--- src/sv/bqdf2t_pkg.sv ---
// types, constants and control program for the transposed direct form ii biquad
package bqdf2t_pkg;

	localparam int SAMPLE_BITS = 24;
	localparam int COEF_BITS = 32;
	localparam int INT_BITS = 48;
	localparam int INT_FRAC = 40;
	localparam int ACC_BITS = INT_BITS + 2;
	localparam int HALF_BITS = INT_BITS / 2;
	localparam int PP_BITS = HALF_BITS + COEF_BITS;
	localparam int PROD_BITS = INT_BITS + COEF_BITS;
	localparam int NUM_COEFS = 5;
	localparam int CFG_IDX_BITS = 3;
	localparam int STEP_BITS = 4;

	// shifts for coefficient reset values given in q2.30
	localparam int COEF_SHL = (COEF_BITS >= 32) ? COEF_BITS - 32 : 0;
	localparam int COEF_SHR = (COEF_BITS < 32) ? 32 - COEF_BITS : 0;

	localparam logic signed [31:0] COEF_RESET_Q30 [NUM_COEFS] = '{
		32'sd129324, 32'sd258650, 32'sd129325, -32'sd2039238329, 32'sd969349503
	};

	typedef enum logic [CFG_IDX_BITS-1:0] {
		COEF_B0, COEF_B1, COEF_B2, COEF_A1, COEF_A2
	} coef_sel_t;

	typedef enum logic {OPND_X, OPND_Y} opnd_t;
	typedef enum logic {HALF_LO, HALF_HI} half_t;
	typedef enum logic [1:0] {PROD_HOLD, PROD_LOAD, PROD_ADD_HI} prod_op_t;
	typedef enum logic [1:0] {BASE_ZERO, BASE_ACC, BASE_D1, BASE_D2} base_t;
	typedef enum logic [1:0] {DEST_NONE, DEST_Y, DEST_D1, DEST_D2} dest_t;
	typedef enum logic [1:0] {OUT_NONE, OUT_FILTER, OUT_ZERO} out_sel_t;
	typedef enum logic [1:0] {JUMP_NEXT, JUMP_ITEM, JUMP_RESULT} jump_t;

	localparam logic [STEP_BITS-1:0] STEP_IDLE = STEP_BITS'(0);
	localparam logic [STEP_BITS-1:0] STEP_RESULT = STEP_BITS'(14);
	localparam logic [STEP_BITS-1:0] STEP_CLEAR = STEP_BITS'(15);

	typedef struct packed {
		opnd_t                  opnd;
		half_t                  half;
		coef_sel_t              coef;
		prod_op_t               prod_op;
		base_t                  base;
		logic                   term_sub;
		logic                   acc_we;
		dest_t                  dest;
		logic                   clr_state;
		out_sel_t               out_sel;
		jump_t                  jump;
		logic [STEP_BITS-1:0]   target;
	} ucode_t;

	typedef struct packed {
		logic                          command;
		logic signed [SAMPLE_BITS-1:0] sample_in;
	} item_t;

	typedef struct packed {
		logic signed [SAMPLE_BITS-1:0] sample_out;
		logic                          clipped;
	} result_t;

	function automatic logic signed [COEF_BITS-1:0] coef_reset(input int idx);
		logic signed [63:0] v;
		v = 64'(COEF_RESET_Q30[idx]);
		if (COEF_BITS >= 32) begin
			v = v <<< COEF_SHL;
		end else begin
			v = v >>> COEF_SHR;
		end
		return v[COEF_BITS-1:0];
	endfunction

	// control program: each product takes a lo and a hi half pass on the shared multiplier
	function automatic ucode_t ucode_rom(input logic [STEP_BITS-1:0] step);
		ucode_t w;
		w = '{opnd: OPND_X, half: HALF_LO, coef: COEF_B0, prod_op: PROD_HOLD,
			base: BASE_ZERO, term_sub: 1'b0, acc_we: 1'b0, dest: DEST_NONE,
			clr_state: 1'b0, out_sel: OUT_NONE, jump: JUMP_NEXT, target: STEP_IDLE};
		case (step)
			STEP_BITS'(0): begin
				w.jump = JUMP_ITEM;
				w.target = STEP_CLEAR;
			end
			STEP_BITS'(1): begin
				w.coef = COEF_B0;
			end
			STEP_BITS'(2): begin
				w.coef = COEF_B0;
				w.half = HALF_HI;
				w.prod_op = PROD_LOAD;
			end
			STEP_BITS'(3): begin
				w.coef = COEF_B1;
				w.prod_op = PROD_ADD_HI;
			end
			STEP_BITS'(4): begin
				w.coef = COEF_B1;
				w.half = HALF_HI;
				w.prod_op = PROD_LOAD;
			end
			STEP_BITS'(5): begin
				// y = b0*x + z1
				w.coef = COEF_B2;
				w.prod_op = PROD_ADD_HI;
				w.base = BASE_D1;
				w.dest = DEST_Y;
			end
			STEP_BITS'(6): begin
				w.coef = COEF_B2;
				w.half = HALF_HI;
				w.prod_op = PROD_LOAD;
			end
			STEP_BITS'(7): begin
				// partial z1 = b1*x + z2, old z2 consumed here
				w.opnd = OPND_Y;
				w.coef = COEF_A1;
				w.prod_op = PROD_ADD_HI;
				w.base = BASE_D2;
				w.acc_we = 1'b1;
			end
			STEP_BITS'(8): begin
				w.opnd = OPND_Y;
				w.coef = COEF_A1;
				w.half = HALF_HI;
				w.prod_op = PROD_LOAD;
			end
			STEP_BITS'(9): begin
				// z2 register holds b2*x for now
				w.opnd = OPND_Y;
				w.coef = COEF_A2;
				w.prod_op = PROD_ADD_HI;
				w.dest = DEST_D2;
			end
			STEP_BITS'(10): begin
				w.opnd = OPND_Y;
				w.coef = COEF_A2;
				w.half = HALF_HI;
				w.prod_op = PROD_LOAD;
			end
			STEP_BITS'(11): begin
				w.prod_op = PROD_ADD_HI;
				w.base = BASE_ACC;
				w.term_sub = 1'b1;
				w.dest = DEST_D1;
			end
			STEP_BITS'(12): begin
				w.jump = JUMP_NEXT;
			end
			STEP_BITS'(13): begin
				w.base = BASE_D2;
				w.term_sub = 1'b1;
				w.dest = DEST_D2;
			end
			STEP_RESULT: begin
				w.out_sel = OUT_FILTER;
				w.jump = JUMP_RESULT;
				w.target = STEP_IDLE;
			end
			STEP_CLEAR: begin
				w.clr_state = 1'b1;
				w.out_sel = OUT_ZERO;
				w.jump = JUMP_RESULT;
				w.target = STEP_IDLE;
			end
			default: begin
				w.jump = JUMP_NEXT;
			end
		endcase
		return w;
	endfunction

endpackage

--- src/sv/biquad_iir_filter_df2t.sv ---
// biquad iir section, transposed direct form ii, microcoded over one shared multiplier
//
// item channel: item_valid/item_stall with item (command, sample_in in q1.23).
// result channel: result_valid/result_stall with result (sample_out, clipped).
// cfg channel: cfg_valid/cfg_ready, cfg_index selects b0, b1, b2, a1, a2 (q2.30);
// cfg_ready is always high, unknown indexes are dropped.
// a filter item runs 15 of the 16 program steps: five products of a 48-bit state
// value and a coefficient, each split into two 24-bit halves on one multiplier.
// the result is registered at the result step, and the next item can be taken once
// the program is back at the idle step, so a new item is not taken before the last
// one is through; a clear item jumps to the clear step and returns zero.
// item_stall is high while the program runs. the result register is filled
// at the last step; if the receiver stalls a previous result the program
// waits on that step until the register is free.
// reset loads the default low-pass coefficients, zeroes both state registers
// and empties the result register.
module biquad_iir_filter_df2t (
	input  logic                                clk,
	input  logic                                arst_n,
	input  logic                                item_valid,
	output logic                                item_stall,
	input  bqdf2t_pkg::item_t                   item,
	output logic                                result_valid,
	input  logic                                result_stall,
	output bqdf2t_pkg::result_t                 result,
	input  logic                                cfg_valid,
	output logic                                cfg_ready,
	input  logic [bqdf2t_pkg::CFG_IDX_BITS-1:0] cfg_index,
	input  logic [bqdf2t_pkg::COEF_BITS-1:0]    cfg_data
);

	localparam int SB = bqdf2t_pkg::SAMPLE_BITS;
	localparam int CB = bqdf2t_pkg::COEF_BITS;
	localparam int IB = bqdf2t_pkg::INT_BITS;
	localparam int AB = bqdf2t_pkg::ACC_BITS;
	localparam int HB = bqdf2t_pkg::HALF_BITS;
	localparam int PPB = bqdf2t_pkg::PP_BITS;
	localparam int PB = bqdf2t_pkg::PROD_BITS;
	localparam int OSH = bqdf2t_pkg::INT_FRAC - (SB - 1);
	localparam int RSH = CB - 2;
	localparam int QW = PB - RSH + 1;
	localparam int RW = IB + 1 - OSH;

	localparam logic [PB:0] RND_HALF = (PB + 1)'(1) << (RSH - 1);
	localparam logic [QW-1:0] MAG_POS_MAX = (QW'(1) << (IB - 1)) - QW'(1);
	localparam logic [QW-1:0] MAG_NEG_MAX = QW'(1) << (IB - 1);
	localparam logic signed [IB-1:0] INT_MAX = {1'b0, {(IB - 1){1'b1}}};
	localparam logic signed [IB-1:0] INT_MIN = {1'b1, {(IB - 1){1'b0}}};
	localparam logic [IB:0] OUT_HALF = (IB + 1)'(1) << (OSH - 1);
	localparam logic signed [SB-1:0] SMP_MAX = {1'b0, {(SB - 1){1'b1}}};
	localparam logic signed [SB-1:0] SMP_MIN = {1'b1, {(SB - 1){1'b0}}};

	logic [bqdf2t_pkg::STEP_BITS-1:0] pc_q;
	logic [bqdf2t_pkg::STEP_BITS-1:0] pc_nxt;
	bqdf2t_pkg::ucode_t               uw;

	logic signed [CB-1:0] coef_q [bqdf2t_pkg::NUM_COEFS];
	logic signed [SB-1:0] sample_q;
	logic signed [IB-1:0] y_q;
	logic signed [IB-1:0] d1_q;
	logic signed [IB-1:0] d2_q;
	logic signed [AB-1:0] acc_q;
	logic [PPB-1:0]       pp_s1;
	logic                 neg_s1;
	logic [PB-1:0]        prod_q;
	logic                 prod_neg_q;
	logic signed [IB-1:0] term_q;
	logic                 res_valid_q;
	bqdf2t_pkg::result_t  res_q;

	logic                 item_accept;
	logic                 out_free;
	logic                 out_load;
	logic signed [IB-1:0] x40;
	logic signed [IB-1:0] opnd_a;
	logic [IB-1:0]        mag_a;
	logic [HB-1:0]        half_a;
	logic signed [CB-1:0] coef_v;
	logic [CB-1:0]        mag_b;
	logic [PB:0]          rnd_sum;
	logic [QW-1:0]        rnd_mag;
	logic [QW-1:0]        mag_lim;
	logic [IB-1:0]        mag_sat;
	logic signed [IB-1:0] term_nxt;
	logic signed [AB-1:0] base_v;
	logic signed [AB-1:0] term_ext;
	logic signed [AB-1:0] acc_nxt;
	logic [AB-IB:0]       acc_top;
	logic signed [IB-1:0] acc_sat;
	logic [IB:0]          y_rnd;
	logic [RW-1:0]        r_val;
	logic [RW-SB:0]       r_top;
	logic                 r_clip;
	bqdf2t_pkg::result_t  res_nxt;

	assign uw = bqdf2t_pkg::ucode_rom(pc_q);

	assign item_stall = (pc_q != bqdf2t_pkg::STEP_IDLE);
	assign item_accept = item_valid && !item_stall;
	assign out_free = !res_valid_q || !result_stall;
	assign out_load = (uw.out_sel != bqdf2t_pkg::OUT_NONE) && out_free;
	assign cfg_ready = 1'b1;
	assign result_valid = res_valid_q;
	assign result = res_q;

	// step counter with conditional jumps
	always_comb begin
		pc_nxt = pc_q + bqdf2t_pkg::STEP_BITS'(1);
		case (uw.jump)
			bqdf2t_pkg::JUMP_ITEM: begin
				if (!item_accept) begin
					pc_nxt = pc_q;
				end else if (item.command) begin
					pc_nxt = uw.target;
				end
			end
			bqdf2t_pkg::JUMP_RESULT: begin
				pc_nxt = out_free ? uw.target : pc_q;
			end
			default: begin
				pc_nxt = pc_q + bqdf2t_pkg::STEP_BITS'(1);
			end
		endcase
	end

	always_ff @(posedge clk or negedge arst_n) begin
		if (!arst_n) begin
			pc_q <= bqdf2t_pkg::STEP_IDLE;
		end else begin
			pc_q <= pc_nxt;
		end
	end

	always_ff @(posedge clk or negedge arst_n) begin
		if (!arst_n) begin
			for (int i = 0; i < bqdf2t_pkg::NUM_COEFS; i++) begin
				coef_q[i] <= bqdf2t_pkg::coef_reset(i);
			end
		end else if (cfg_valid && cfg_ready) begin
			case (cfg_index)
				bqdf2t_pkg::COEF_B0: coef_q[bqdf2t_pkg::COEF_B0] <= cfg_data;
				bqdf2t_pkg::COEF_B1: coef_q[bqdf2t_pkg::COEF_B1] <= cfg_data;
				bqdf2t_pkg::COEF_B2: coef_q[bqdf2t_pkg::COEF_B2] <= cfg_data;
				bqdf2t_pkg::COEF_A1: coef_q[bqdf2t_pkg::COEF_A1] <= cfg_data;
				bqdf2t_pkg::COEF_A2: coef_q[bqdf2t_pkg::COEF_A2] <= cfg_data;
				default: ;
			endcase
		end
	end

	always_ff @(posedge clk) begin
		if (item_accept) begin
			sample_q <= item.sample_in;
		end
	end

	// operands as sign and magnitude, product rounded half away from zero
	always_comb begin
		x40 = {{(IB - SB){sample_q[SB-1]}}, sample_q} << OSH;
		opnd_a = (uw.opnd == bqdf2t_pkg::OPND_Y) ? y_q : x40;
		mag_a = opnd_a[IB-1] ? -opnd_a : opnd_a;
		half_a = (uw.half == bqdf2t_pkg::HALF_HI) ? mag_a[IB-1:HB] : mag_a[HB-1:0];
		coef_v = coef_q[uw.coef];
		mag_b = coef_v[CB-1] ? -coef_v : coef_v;
	end

	always_ff @(posedge clk) begin
		pp_s1 <= {{CB{1'b0}}, half_a} * {{HB{1'b0}}, mag_b};
		neg_s1 <= opnd_a[IB-1] ^ coef_v[CB-1];
	end

	always_ff @(posedge clk) begin
		case (uw.prod_op)
			bqdf2t_pkg::PROD_LOAD: begin
				prod_q <= {{(PB - PPB){1'b0}}, pp_s1};
				prod_neg_q <= neg_s1;
			end
			bqdf2t_pkg::PROD_ADD_HI: begin
				prod_q <= prod_q + {pp_s1, {HB{1'b0}}};
			end
			default: ;
		endcase
	end

	always_comb begin
		rnd_sum = {1'b0, prod_q} + RND_HALF;
		rnd_mag = rnd_sum[PB:RSH];
		mag_lim = prod_neg_q ? MAG_NEG_MAX : MAG_POS_MAX;
		mag_sat = (rnd_mag > mag_lim) ? mag_lim[IB-1:0] : rnd_mag[IB-1:0];
		term_nxt = prod_neg_q ? -mag_sat : mag_sat;
	end

	always_ff @(posedge clk) begin
		term_q <= term_nxt;
	end

	// accumulator: base plus or minus the rounded term, saturated when written to y, d1 or d2
	always_comb begin
		case (uw.base)
			bqdf2t_pkg::BASE_ACC: base_v = acc_q;
			bqdf2t_pkg::BASE_D1:  base_v = AB'(d1_q);
			bqdf2t_pkg::BASE_D2:  base_v = AB'(d2_q);
			default:              base_v = '0;
		endcase
		term_ext = AB'(term_q);
		acc_nxt = uw.term_sub ? base_v - term_ext : base_v + term_ext;
		acc_top = acc_nxt[AB-1:IB-1];
		if ((&acc_top) || !(|acc_top)) begin
			acc_sat = acc_nxt[IB-1:0];
		end else begin
			acc_sat = acc_nxt[AB-1] ? INT_MIN : INT_MAX;
		end
	end

	always_ff @(posedge clk) begin
		if (uw.acc_we) begin
			acc_q <= acc_nxt;
		end
		if (uw.dest == bqdf2t_pkg::DEST_Y) begin
			y_q <= acc_sat;
		end
	end

	always_ff @(posedge clk or negedge arst_n) begin
		if (!arst_n) begin
			d1_q <= '0;
			d2_q <= '0;
		end else if (uw.clr_state) begin
			d1_q <= '0;
			d2_q <= '0;
		end else begin
			case (uw.dest)
				bqdf2t_pkg::DEST_D1: d1_q <= acc_sat;
				bqdf2t_pkg::DEST_D2: d2_q <= acc_sat;
				default: ;
			endcase
		end
	end

	// output rounding half up to the sample format, then saturation
	always_comb begin
		y_rnd = {y_q[IB-1], y_q} + OUT_HALF;
		r_val = y_rnd[IB:OSH];
		r_top = r_val[RW-1:SB-1];
		r_clip = !((&r_top) || !(|r_top));
		res_nxt = '0;
		if (uw.out_sel == bqdf2t_pkg::OUT_FILTER) begin
			res_nxt.clipped = r_clip;
			if (r_clip) begin
				res_nxt.sample_out = r_val[RW-1] ? SMP_MIN : SMP_MAX;
			end else begin
				res_nxt.sample_out = r_val[SB-1:0];
			end
		end
	end

	always_ff @(posedge clk or negedge arst_n) begin
		if (!arst_n) begin
			res_valid_q <= 1'b0;
		end else if (out_load) begin
			res_valid_q <= 1'b1;
		end else if (!result_stall) begin
			res_valid_q <= 1'b0;
		end
	end

	always_ff @(posedge clk) begin
		if (out_load) begin
			res_q <= res_nxt;
		end
	end

`ifndef SYNTH
	a_one_item_at_a_time: assert property (@(posedge clk) disable iff (!arst_n)
		item_accept |=> item_stall)
		else $error("item taken while the program was running");

	a_wait_for_result_slot: assert property (@(posedge clk) disable iff (!arst_n)
		(pc_q == bqdf2t_pkg::STEP_RESULT && res_valid_q && result_stall)
		|=> pc_q == bqdf2t_pkg::STEP_RESULT)
		else $error("program left the result step while the result was stalled");

	a_clear_gives_zero: assert property (@(posedge clk) disable iff (!arst_n)
		(out_load && uw.out_sel == bqdf2t_pkg::OUT_ZERO)
		|=> (res_q.sample_out == '0 && !res_q.clipped))
		else $error("clear item did not return zero");

	a_clip_at_limit: assert property (@(posedge clk) disable iff (!arst_n)
		(res_valid_q && res_q.clipped)
		|-> (res_q.sample_out == SMP_MAX || res_q.sample_out == SMP_MIN))
		else $error("clipped flag set on a sample inside the range");
`endif

endmodule

--- config.mk ---
export PLATFORM = sky130hd
export DESIGN_NAME = biquad_iir_filter_df2t
export DESIGN_NICKNAME = d
export VERILOG_FILES = /design/src/sv/bqdf2t_pkg.sv /design/src/sv/biquad_iir_filter_df2t.sv
export SDC_FILE = /design/constraint.sdc
export NUM_CORES = 2
export LEC_CHECK = 0
export BUFFER_PORTS_ARGS = -buffer_cell sky130_fd_sc_hd__buf_2
export CAP_MARGIN = 20
export CORE_UTILIZATION = 45
export CTS_BUF_LIST = sky130_fd_sc_hd__clkbuf_16
export DETAILED_ROUTE_END_ITERATION = 7
export PLACE_DENSITY = 0.63
export SYNTH_ARGS = -nofsm -noshare
export SYNTH_HDL_FRONTEND = slang
export SYNTH_SLANG_ARGS = --single-unit
--- constraint.sdc ---
create_clock -name clk -period 11.5 [get_ports clk]
set_input_delay 2.875 -clock clk [delete_from_list [all_inputs] [get_ports clk]]
set_output_delay 2.875 -clock clk [all_outputs]
set_load 0.01 [all_outputs]
==> metrics.md <==
| Metric | Value |
|---|---|
| Status | finished, final reports clean |
| Slew headroom | 24.1% |
| Hold WS | 507 ps |
| EDFF count, synth | 204 |
| H-Tree Depth | 3 |
| Worst hold path class | reg -> reg |
| Post-CTS Hold Buffers | 0 |
| Routed WL | 187 mm |
| HPWL Detailed | 144 mm |
| Drt wl/cell | 22.4 um |
| Core area | 132000 sq um |
| Post-synthesis net count | 7594 |
| First-pass GRT wire length | 294 mm |
| CTS tree | yes |
| Hold Vio Cnt, Final | 0 |
| Max Clock Skew | 24.9 ps |
| Syn Std Cell Area | 60000 sq um |
| Synth cell types | 112 |
| Multi-input combinational cell area | 40700 sq um |
| #FFs+latches synth | 570 |
| Setup Viol. Count Final | 0 |
| Nets | 7611 |
| Buffers on Ports | 91 |
| Slew Limit Fails | 0 |
| Synth top cells by count | inv_1, fa_1, nand2_1, nor2_1, ha_1 |
| Diode count | 0 |
| Gr ovfl total | 0 |
| Layout cell share with drive strength beyond 1 | 11.7% |
| Clk_lat worst skew | 680 ps |
| Number of global-route vias before repair | 49054 |
| Yosys warns | 0 |
| Number of fillers in the final layout | 12351 |
| Slowest Stage Delay on Critical Path | 630 ps |
| CTS clock-pin slew for the worst setup and hold paths | 60 ps |
| Startpoint types | register |
| Crit Path Class | reg -> reg |
| Max Freq | 90.6 MHz |
| Num rows | 133 |
| Most frequent cell after synthesis | inv_1 |
| Most used DFF post-synth | edfxtp_1 |
| Tot GR Track Use | 28.0% |
| Clock root buffer | clkbuf_16 |
| Vias per cell | 5.84 |
| Critical Path RT | 12100 ps |
| Final period util | 95.9% |
| Initial antenna violation count | 0 |
| Fin cells | 8346 |
| Maximum clock insertion buffer count | 3 |
| Critical path's slowest cell | or4_1 |
| Max Cap Violations | 0 |
| RD Place Congestion | 0.973 |
| R2R depth | 31 |
| FF/Latch Area | 14800 sq um |
| Area delta synth->final | 8.81% |
| Die X | 367 um |
| Critical path depth | 31 |
| Routed Antenna Nets | 0 |
| Die Y-Extent | 367 um |
| Pin count of the biggest net entering global routing | 89 |
| Average size of a mapped cell | 9.20 sq um |
| CP bufs+invs | 2 |
| First-pass DRT Iterations | 7 |
| Top post-synthesis cells by area | fa_1, edfxtp_1, dfrtp_1 |
| Worst path most repeated cell | fa_1 |
| Via count | 48757 |
| CTS buffer count | 67 |
| Area leader, netlist | fa_1 |
| Clock sinks | 570 |
| Worst Hold Depth | 1 |
| Dpl cells | 8217 |
| Sequential share of the synthesized area | 24.7% |
| Crit path max fanout | 9 |
| Tmin final | 11030 ps |
| Drc violations | 0 |
| Worst Max-Slew Pin Slew | 1140 ps |
| I/O pin cnt | 93 |
| Synth Instances | 6521 |
| Top-area cell type share of the netlist area | 22.0% |
| Worst Setup End Kind | register |
| CP top delay family | adder cells |
| Die ar. | 135000 sq um |
| Initial Utilization | 45.5% |
| First DRT Iteration DRCs | 5111 |
| Worst EP arrival | 11630 ps |
| Synth async-reset ratio | 45.8% |
-- metrics by stage --
| stage | worst slack, ps | cell area, sq um | setup TNS (ps) | util [%] |
|---|---|---|---|---|
| 3_5_place_dp | 223 | 62900 | 0 | 47.7 |
| 2_1_floorplan | 569 | 60000 | 0 | - |
| 6_report | 466 | 65300 | 0 | 49.5 |
| 5_1_grt | -5.41 | 65300 | -5.41 | 49.5 |
| 4_1_cts | 210 | 65000 | 0 | 49.3 |
| 3_3_place_gp | 300 | 62900 | 0 | 47.7 |
-- logic make-up (layout without fill, tap and decap cells) --
family	Yosys count	count (layout)	share of synthesized area (%)
AND/OR/NAND/NOR	1927	1927	14.8
XOR/XNOR	334	334	4.97
AO/OA/AOI/OAI	1239	1240	14.2
flip-flops	570	570	24.7
multiplexers	209	209	3.85
adder cells (fa/ha/maj)	1008	1008	29.3
buffers and inverters	1233	1302	8.13
other	1	1	0.00625
-- cell type report --
| type | instances | area share (%) |
|---|---|---|
| clock buffer | 68 | 2.61 |
| clock inverter | 54 | 0.667 |
| inverter | 889 | 5.11 |
| multi-input combinational | 4719 | 62.4 |
| sequential | 570 | 22.7 |
| tap | 1755 | 3.36 |
| timing repair buffer | 291 | 3.16 |
-- path summary, 6_finish.rpt --
path / startpoint / to / slack (ps)
max in group asynchronous: arst_n / d2_q[45] / 7410
min in group asynchronous: arst_n / coef_q[122] / 2200
worst min register to register: coef_q[25] / coef_q[25] / 510
worst max-delay path: y_q[7] / pp_s1[53] / 470
worst max register to register: y_q[7] / pp_s1[53] / 470
worst min-delay path: coef_q[25] / coef_q[25] / 510
-- cells in the final DEF, fill, tap and decap left out, drive strengths merged, types with 93 or more instances in the layout --
| cell | count |
|---|---|
| a21o | 102 |
| a21oi | 269 |
| a221o | 93 |
| buf | 291 |
| dfrtp | 194 |
| dfxtp | 105 |
| edfxtp | 204 |
| fa | 660 |
| ha | 348 |
| inv | 911 |
| mux2 | 164 |
| nand2 | 651 |
| nand3 | 121 |
| nor2 | 614 |
| nor3 | 106 |
| o21ai | 283 |
| xnor2 | 179 |
| xor2 | 155 |
-- timing repair --
| item | in CTS | in global routing |
|---|---|---|
| setup buffers | 0 | 4 |
| gates resized for setup | 0 | 29 |
| endpoints found under the setup margin | 0 | 10 |
-- registers in the layout (all words and copies together) (netlist names) --
register and flops:
d2_q 48, y_q 48, prod_q 56, acc_q 50
prod_neg_q 1, result_valid 1, neg_s1 1, result 25
pp_s1 56, pc_q 4, d1_q 48, term_q 48
coef_q 160, sample_q 24
-- metal layers --
metal	vias to the layer above	global-route usage (%)	part of all wire, %
met5	-	0	0
met4	0	9.82	3.6
met3	341	5.26	7.9
met2	1976	43.5	45
met1	24420	39.1	44
li1	22020	-	-
Power is left out: the tool's default activity adds up to more than one toggle a clock period on the data nets, which glitch-free logic cannot reach.
